===== config.mk =====
export PLATFORM = sky130hd
export DESIGN_NAME = ftlgc_ram
export DESIGN_NICKNAME = d
export VERILOG_FILES = /design/src/hw/rtl/assert_macros.svh /design/src/hw/rtl/ftlgc_ram.sv
export SDC_FILE = /design/constraint.sdc
export NUM_CORES = 1
export LEC_CHECK = 0
export ABC_AREA = 1
export BUFFER_PORTS_ARGS = -buffer_cell sky130_fd_sc_hd__buf_2
export CAP_MARGIN = 30
export CORE_UTILIZATION = 50
export DETAILED_ROUTE_END_ITERATION = 10
export PLACE_DENSITY = 0.71
export SETUP_SLACK_MARGIN = 0.4
export SYNTH_ARGS = -nofsm -noshare
export SYNTH_HDL_FRONTEND = slang
export SYNTH_SLANG_ARGS = --single-unit

===== constraint.sdc =====
create_clock -name clk -period 4.6 [get_ports clk]
set_input_delay 0.92 -clock clk [delete_from_list [all_inputs] [get_ports clk]]
set_output_delay 0.92 -clock clk [all_outputs]
set_load 0.01 [all_outputs]

===== src/hw/rtl/assert_macros.svh =====
// Assertion helpers shared by the RTL. They vanish when SYNTH is defined.
`ifndef ASSERT_MACROS_SVH
`define ASSERT_MACROS_SVH
`ifndef SYNTH
`define ASSERT_ALWAYS(lbl, clk, rstn, expr) \
    lbl: assert property (@(posedge clk) disable iff (!rstn) (expr)) \
        else $error("assertion failed");
`define ASSERT_NEXT(lbl, clk, rstn, cond, expr) \
    lbl: assert property (@(posedge clk) disable iff (!rstn) (cond) |=> (expr)) \
        else $error("assertion failed");
`else
`define ASSERT_ALWAYS(lbl, clk, rstn, expr)
`define ASSERT_NEXT(lbl, clk, rstn, cond, expr)
`endif
`endif


===== src/hw/rtl/ftlgc_ram.sv =====
module ftlgc_ram #(
    parameter int DEPTH = 64,
    parameter int WIDTH = 8
) (
    input  logic                     clk,
    input  logic                     we,
    input  logic [$clog2(DEPTH)-1:0] waddr,
    input  logic [WIDTH-1:0]         wdata,
    input  logic [$clog2(DEPTH)-1:0] raddr,
    output logic [WIDTH-1:0]         rdata
);

    logic [WIDTH-1:0] mem [DEPTH];

    always_ff @(posedge clk)
    begin
        if (we)
        begin
            mem[waddr] <= wdata;
        end
        rdata <= mem[raddr];
    end

endmodule

==> results of run 1 <==
==> cell families after synthesis <==
logic type	after synthesis	synth area share, %
buffers and inverters	125	4.02
AND/OR/NAND/NOR	1160	23.2
flip-flops	520	72.8
==> layer usage <==
| layer | GRT usage [%] | wire length, um | vias up |
|---|---|---|---|
| li1 | - | - | 6338 |
| met1 | 32.3 | 20300 | 6597 |
| met5 | 0 | 15 | - |
| met3 | 5.76 | 5260 | 116 |
| met4 | 8.67 | 1600 | 2 |
| met2 | 36.4 | 23400 | 675 |
==> worst reg2reg max path, delay by kind of cell (launching register included) <==
family | cells | cell delay, ns
simple gates | 8 | 1.02
flops | 1 | 0.36
==> state kept, by name, summed over array words and instances, names as in the netlist <==
name / flops
rdata: 8
mem: 512
==> power groups by stage <==
stage               clock network (mW)  registers, mW  logic [mW]
detailed placement                   0           5.36       0.584
CTS                               3.93           5.26       0.586
global placement                     0           5.36       0.575
global route                      4.13           5.26       0.647
floorplan                            0           5.36       0.369
finish                            3.90           5.26       0.593
==> cells in the final DEF (no fill, tap or decap), drive strengths merged <==
cell type	n
buf	58
bufinv	1
clkbuf	72
clkinv	16
clkinvlp	1
dfxtp	8
diode	1
edfxtp	512
inv	13
nand2	648
nand3	439
nand4	9
nor2	56
nor4	8
==> stage by stage <==
stage | util, % | cells | hold slack [ns] | power, mW | area [um^2]
3_3_place_gp | 51.4 | 2288 | 0.808 | 5.94 | 21600
4_1_cts | 55.1 | 2379 | 0.517 | 9.78 | 23200
6_report | 55.2 | 2381 | 0.527 | 9.76 | 23200
5_1_grt | 55.1 | 2380 | 0.520 | 10.0 | 23200
3_5_place_dp | 51.4 | 2288 | 0.824 | 5.95 | 21600
2_1_floorplan | - | 1805 | 0.722 | 5.73 | 21300
==> cell type report <==
| type | count | area share [%] |
|---|---|---|
| Tap cell | 539 | 2.91 |
| Clock inverter | 19 | 0.550 |
| Timing Repair Buffer | 58 | 1.90 |
| Antenna cell | 1 | 0.0108 |
| Sequential cell | 520 | 67.0 |
| Inverter | 12 | 0.227 |
| Clock buffer | 72 | 6.07 |
| Multi-Input combinational cell | 1160 | 21.3 |
==> path summary, 6_finish.rpt <==
path | start | to | slack (ns)
setup reg to reg | mem[27][6] | rdata[6] | 3.10
hold / removal | wdata[4] | mem[16][4] | 0.53
hold reg to reg | mem[36][2] | rdata[2] | 0.84
setup / recovery | waddr[2] | mem[43][1] | 1.84
==> results.md, run 1 <==
* Max Cap Viol at 0
* Reg2reg path depth at 8
* Seq/Total Area, Yosys at 72.8%
* CTS tree: built
* Initial antenna violation count at 1
* Internal power at 7.57 mW
* First-pass GRT wire length at 76.7 mm
* Footprint of the multi-input gates at 0.00495 mm^2
* RSZ-0062 raised after global routing: no
* Clock latency on the worst-skew pair at 0.61 ns
* Layout cells sized above 1 at 6.90%
* Worst-path cell chain: buf_2, inv_1, nand4_1, nor2_1
* Leak at 8.29 nW
* Worst path required time at 4.82 ns
* Max incr delay on CP at 0.92 ns
* Final slew viol count at 0
* Routed vias/inst at 5.77
* Switching Fraction at 22.4%
* Cts hold-fix bufs at 0
* Hold Crit Depth at 1
* Data arrival time of the critical path at 2.99 ns
* Die H at 209 um
* Htree depth at 2
* Final hold vios at 0
* Final net count at 1825
* Commonest cells in the netlist: nand2_1, edfxtp_1, nand3_1, nor2_1, buf_2
* Critical path class: input pin to flip-flop
* Clock power share at 40.0%
* Starting Density at 50.8%
* Area grow syn2layout at 8.65%
* WL/cell at 21.2 um
* HP Class: input pin to flip-flop
* Postcts setup bufs at 0
* Clk slew on worst S/H paths at approximately 0.060 ns
* Clk root buf: clkbuf_16
* Worst Max-Slew Pin Slew at roughly 1 ns
* Ports at 30
* Seq pwr share at 53.9%
* CP max-delay cell: nor2_1
* Num CTS Buffers at 51
* Crit path max-delay family: simple AND/OR/NAND/NOR gates
* I/O Buffers at 29
* Sequential cell area at 0.0155 mm^2
* Leading post-synthesis cells by cell area: edfxtp_1, nand2_1, nand3_1
* CP max FO at 9
* Core area at 0.0420 mm^2
* Fillers at 3437
* Antenna Nets Post-Route at 0
* Post-DP HPWL at 28.8 mm
* Final setup margin at 1.84 ns
* Max Clock Skew at 0.0247 ns
* Total number of vias at about 14000
* VDD IR max at 0.253 mV
* Fmax at 362 MHz
* Tmin final at 2.76 ns
* Syn avg cell area at 11.8 um^2
* Starting DRT DRC Count at 1609
* Part of the power in combinational logic at 6.1%
* Largest net degree at the start of global routing at around 160
* Cell Area, Synth at 0.0213 mm^2
* DR DRC count at 0
* Pre-CTS WS at around 1.3 ns
* Async set-reset flop share out of synthesis at 0%
* Grt ovf at 0
* Critical Path Stages at 4
* Vias in the first global route at 13100
* Count of cell types in the netlist at 16
* Main synth FF type: edfxtp_1
* Number of flops mapped to enable cells by yosys at 512
* YS warnings at 0
* Synth Net Count at around 1800
* Post-route clock period utilization at roughly 60%
* Status: completed
* Final setup vio count at 0
* #FFs+latches synth at 520
* Cell with the most instances after synthesis: nand2_1
* Net Sw Power at between 2 and 2.5 mW
* Pwr Density at 421 mW/mm^2
* Yosys top cell area share at 72.0%
* Crit. End Element: flip-flop
* Clock Path Buffers at 3
* Rel. slew slack at between 30% and 40%
* Die Width at around 210 um
* Overall Global Routing Usage at 23.5%
* Die area at 0.0435 mm^2
* Resize count post-CTS at 0
* Dominant cell type by area after synthesis: edfxtp_1
* CTS sink count at 520
* Row count at 75
* Final wirelength at 50.5 mm
* Aggregate negative setup slack at 0 ns
* GPL Wtd Cong at 0.883
* Drt first pass iters at 5
* Worst path bufs/invs at 2
* Post-Syn Instances at 1805
* Worst setup SP type: input pin
Power figures use the tool's default switching activity.
==> run 2, diff against run 1 <==
==> constraint.sdc (replaced) <==
create_clock -name clk -period 2.7 [get_ports clk]
set_input_delay 0.54 -clock clk [delete_from_list [all_inputs] [get_ports clk]]
set_output_delay 0.54 -clock clk [all_outputs]
set_load 0.01 [all_outputs]
==> run 2 against run 1 <==
  * Non-clock buffer count grew 79
  * Setup slack lost 0.87 ns
  * Core utilization grew 2.0 points
  * Sequential share of layout area shrank 2.4 points
  * Register-to-register slack lost 1.8 ns
  * Worst hold slack lost 0.31 ns
  * Critical path depth grew 7
  * Clock-buffer cell count shrank 9
  * Routed wire length grew 5.1%
  * Cell count grew 3.2%
  * Largest power group unchanged
==> results.md, run 2 (synthesis results as in run 1) <==
* Final setup vio count at 0
* Tmin final at 1.74 ns
* Critical path class: input pin to flip-flop
* Data arrival time of the critical path at 2.24 ns
* Fillers at 3378
* First-pass GRT wire length at 81.7 mm
* Max Cap Viol at 0
* Seq pwr share at 52.6%
* Switching Fraction at between 20% and 30%
* Worst path required time at 3.20 ns
* Row count at 75
* Pwr Density at 709 mW/mm^2
* Worst Max-Slew Pin Slew at between 0.5 and 0.6 ns
* Cts hold-fix bufs at 0
* HP Class: input pin to flip-flop
* Starting DRT DRC Count at 1778
* Crit. End Element: flip-flop
* CTS tree: built
* Antenna diodes at 0
* VDD IR max at 0.504 mV
* Htree depth at 2
* Post-layout instance area at between 0.02 and 0.025 mm^2
* Part of the power in combinational logic at 6.4%
* Layout cells sized above 1 at 10.6%
* Antenna Nets Post-Route at 0
* RSZ-0062 raised after global routing: no
* Leak at 8.80 nW
* Postcts setup bufs at 0
* Fmax at 575 MHz
* Flip-flop count of the largest register after layout at 512
* Initial antenna violation count at 1
* Clk slew on worst S/H paths at 0.06 ns
* Final net count at about 1900
* Post-route clock period utilization at 64.4%
* Post-Place Cells at 2368
* Final hold vios at 0
* Max Clock Skew at 0.0129 ns
* Clock power share at 41.0%
* GPL Wtd Cong at just under 0.9
* Internal power at 13.3 mW
* DR DRC count at 0
* Aggregate negative setup slack at 0 ns
* Non-filler cells, final at 2457
* Die Width at 209 um
* Worst setup SP type: input pin
* Clk root buf: clkbuf_16
* Core area at 0.0420 mm^2
* Largest net degree at the start of global routing at roughly 120
* Die H at between 200 and 250 um
* Area after DPL at 0.0224 mm^2
* Overall Global Routing Usage at 24.7%
* Starting Density at 50.8%
* Register with the most flip-flops: mem
* Clock Path Buffers at 3
* Post-DP HPWL at approximately 31 mm
* Final slew viol count at 0
* Area grow syn2layout at 12.6%
* Clock latency on the worst-skew pair at 0.57 ns
* Routed vias/inst at between 5 and 6
* Most frequent cells in the layout: nand2_1, edfxtp_1, nand3_1
* Total number of vias at 14100
* I/O Buffers at 29
* Rel. slew slack at 60.4%
* Die area at 0.0435 mm^2
* CP max FO at 46
* WL/cell at 21.6 um
* Drt first pass iters at 6
* Resize count post-CTS at 0
* Leading cell type in the layout, fill and taps excluded: nand2_1
* CTS sink count at 520
* Net Sw Power at 3.70 mW
* Final wirelength at around 53 mm
* Status: completed
* Num CTS Buffers at around 50
* Vias in the first global route at 13800
* Ports at 30
* Largest registers: mem x512, rdata x8
* Grt ovf at 0
* Post-layout util at between 50 and 60%
## run 2: changes by cell type in the layout (fill, tap and decap cells not counted), sizes merged
cell,delta
buf,+79
bufinv,+5
clkbuf,-9
clkinv,+4
clkinvlp,-1
diode,-1
inv,-1
## run 2: area by class of cell
type,count,area [um^2],area share (%)
flip-flops and latches,520,15500,64.6
clock buffers,63,1360,5.68
clock inverters,26,260,1.08
multi-input cells,1160,4950,20.6
inverters,12,52.6,0.219
well taps,539,674,2.81
repair buffers,137,1200,4.98
## run 2: layer usage
metal	track usage (%)	vias to the layer above	share of wire, %
li1	-	6486	-
met1	34.7	6817	41
met2	38.6	720	46
met3	5.29	124	9.6
met4	8.24	2	3.1
met5	0	-	0.021
## run 2: worst max-delay path: stages
cell and delay [ns]:
buf_6 0.15, inv_6 0.21, buf_12 0.27, nand2_1 0.09, nand3_1 0.10, nand3_1 0.15
nand2_1 0.11, nand2_1 0.06, nand3_1 0.16, nand3_1 0.19, nand2_1 0.13
## run 2: worst paths after layout
kind | from | to | slack, ns | cells after the start
worst max-delay path | raddr[0] | rdata[1] | 0.96 | 11
worst min-delay path | wdata[0] | mem[36][0] | 0.21 | 1
worst max register to register | mem[26][1] | rdata[1] | 1.26 | 8
worst min register to register | mem[0][3] | rdata[3] | 0.85 | 8
## run 2: power groups by stage
stage,Sequential [mW],Combinational [mW],Clock [mW]
finish,8.96,1.09,6.99
global route,8.96,1.18,7.35
CTS,8.96,1.08,7.07
detailed placement,9.13,1.07,0
global placement,9.13,1.05,0
floorplan,9.13,0.628,0
## run 2: through the flow
stage	power (mW)	setup slack [ns]	hold WS (ns)
global placement	10.2	0.491	0.795
detailed placement	10.2	0.510	0.780
floorplan	9.76	0.394	0.639
CTS	17.1	1.02	0.194
finish	17.0	0.961	0.213
global route	17.5	0.806	0.208
==> run 3, diff against run 2 <==
--- a/config.mk
+++ b/config.mk
@@ -10,7 +10,7 @@
 export CAP_MARGIN = 30
 export CORE_UTILIZATION = 50
 export DETAILED_ROUTE_END_ITERATION = 10
-export PLACE_DENSITY = 0.71
+export PLACE_DENSITY = 0.73
 export SETUP_SLACK_MARGIN = 0.4
 export SYNTH_ARGS = -nofsm -noshare
 export SYNTH_HDL_FRONTEND = slang
==> constraint.sdc (replaced) <==
create_clock -name clk -period 1.5 [get_ports clk]
set_input_delay 0.3 -clock clk [delete_from_list [all_inputs] [get_ports clk]]
set_output_delay 0.3 -clock clk [all_outputs]
set_load 0.01 [all_outputs]
==> run 3 against run 2 <==
  * Clock skew grew 0.0031 ns
  * Register-to-register slack lost 0.97 ns
  * Sequential power grew 80%
  * Setup slack lost 0.81 ns
  * Non-clock buffer count grew 32
  * Critical path depth shrank 10
  * Total power grew 85%
  * Clock-buffer cell count shrank 1
  * Highest routed layer unchanged
  * Die area is the same
  * Critical endpoint is now rdata[5]
==> results.md, run 3 (synthesis results as in run 1) <==
* GPL Wtd Cong at ~0.86
* HP Class: input pin to flip-flop
* Vias in the first global route at 14200
* Drt first pass iters at 6
* Core area at roughly 0.042 mm^2
* Worst path required time at 1.20 ns
* Num CTS Buffers at 51
* Clock Path Buffers at 3
* I/O Buffers at 29
* Pre-CTS WS at -0.331 ns
* Largest net degree at the start of global routing at 65
* Max Cap Viol at 0
* Initial antenna violation count at 2
* Clock latency on the worst-skew pair at 0.58 ns
* Leading cell type in the layout, fill and taps excluded: nand2_1
* Max incr delay on CP at ~0.36 ns
* Total number of vias at 14600
* Cts hold-fix bufs at 0
* Max Clock Skew at 0.0160 ns
* Grt ovf at 0
* Final net count at 1936
* Critical path class: flip-flop to output pin
* Worst setup SP type: flip-flop
* Crit. End Element: output pin
* Overall Global Routing Usage at 24.9%
* Htree depth at 2
* Post-route clock period utilization at between 80% and 90%
* Final slew viol count at 0
* Data arrival time of the critical path at 1.05 ns
* Clk root buf: clkbuf_16
* Worst Max-Slew Pin Slew at ~0.54 ns
* CTS tree: built
* Post-layout instance area at 0.0263 mm^2
* Flip-flop count of the largest register after layout at 512
* Pwr Density at 1200 mW/mm^2
* CP max-delay cell: dfxtp_4
* Largest registers: mem x512, rdata x8
* Ports at 30
* Die Width at 209 um
* Final wirelength at 55.2 mm
* Tmin final at 1.35 ns
* Status: completed
* Rel. slew slack at between 60% and 70%
* Final setup margin at between 0.15 and 0.2 ns
* Post-DP HPWL at 31.7 mm
* Die area at 0.0435 mm^2
* Area after DPL at ~0.023 mm^2
* Antenna Nets Post-Route at 0
* Area grow syn2layout at 23.1%
* Final setup vio count at 0
* Worst-path cell chain: buf_6
* Crit path max-delay family: flip-flops
* Die H at between 200 and 250 um
* Fillers at 2944
* CTS sink count at 520
* Fmax at around 740 MHz
* RSZ-0062 raised after global routing: yes
* WL/cell at between 20 and 25 um
* Starting DRT DRC Count at 1692
* Post-layout util at 62.5%
* VDD IR max at 0.749 mV
* Final hold vios at 0
* CP max FO at 1
* Routed vias/inst at 5.84
* Sequential cell area at 0.0156 mm^2
* Register with the most flip-flops: mem
* Starting Density at 50.8%
* First-pass GRT wire length at between 80 and 90 mm
* Worst path bufs/invs at 1
* Clk slew on worst S/H paths at 0.06 ns
* Leak at 9.53 nW
* Footprint of the multi-input gates at 0.00634 mm^2
* Layout cells sized above 1 at between 20% and 30%
* DR DRC count at 0
* Most frequent cells in the layout: nand2_1, edfxtp_1, nand3_1
* Row count at 75
[run 3: cell count changes in the layout (fill, tap and decap cells not counted), sizes merged]
cell / change
buf: +30
clkinvlp: +5
bufinv: -1
clkinv: +2
diode: +1
inv: -1
clkbuf: +1
[run 3: routing by layer]
metal	vias up	share of wire, %	GRT usage [%]
met4	2	3.5	10.2
met1	7047	38	33.5
li1	6572	-	-
met2	823	49	40.3
met3	131	9.9	4.36
met5	-	0.020	0
[run 3: through the flow]
step	TNS [ns]	cells	power (mW)	hold WS, ns
final	0	2494	31.5	0.142
after detailed placement	-57.18	2396	18.6	0.663
after CTS	0	2489	31.3	0.107
after floorplan	-110.19	1805	17.7	0.399
after global placement	-46.78	2396	18.5	0.666
after global routing	0	2493	32.2	0.161
[run 3: repair_timing]
item,in CTS,in global routing
endpoints found under the setup margin,24,170
gates cloned,0,2
buffers inserted,0,2
pin swaps,66,110
gates resized for setup,125,149
[run 3: layout make-up]
| cell class | instances | area share (%) |
|---|---|---|
| sequential | 520 | 59.2 |
| multi-input combinational | 1160 | 24.1 |
| timing repair buffer | 169 | 7.45 |
| clock buffer | 62 | 5.25 |
| tap | 539 | 2.57 |
| clock inverter | 31 | 1.09 |
| inverter | 12 | 0.281 |
| antenna | 1 | 0.00953 |
[run 3: path summary, 6_finish.rpt]
check | startpoint | end | slack (ns) | cells after the start
min reg2reg | mem[36][3] | rdata[3] | 0.83 | 8
min | raddr[5] | rdata[5] | 0.14 | 3
max | rdata[5] | rdata[5] | 0.15 | 1
max reg2reg | mem[63][0] | rdata[0] | 0.29 | 8
[run 3: power breakdown]
part           leakage (nW)  internal (mW)  switching [mW]
Combinational          4.03          0.861            1.71
Clock                 0.824           7.39            5.36
Sequential             4.68           16.1          0.0543
[run 3: tightest hold or removal path, cell delays in order]
cell and delay, ns:
buf_2 0.21, nand3_2 0.11, nand2_1 0.05
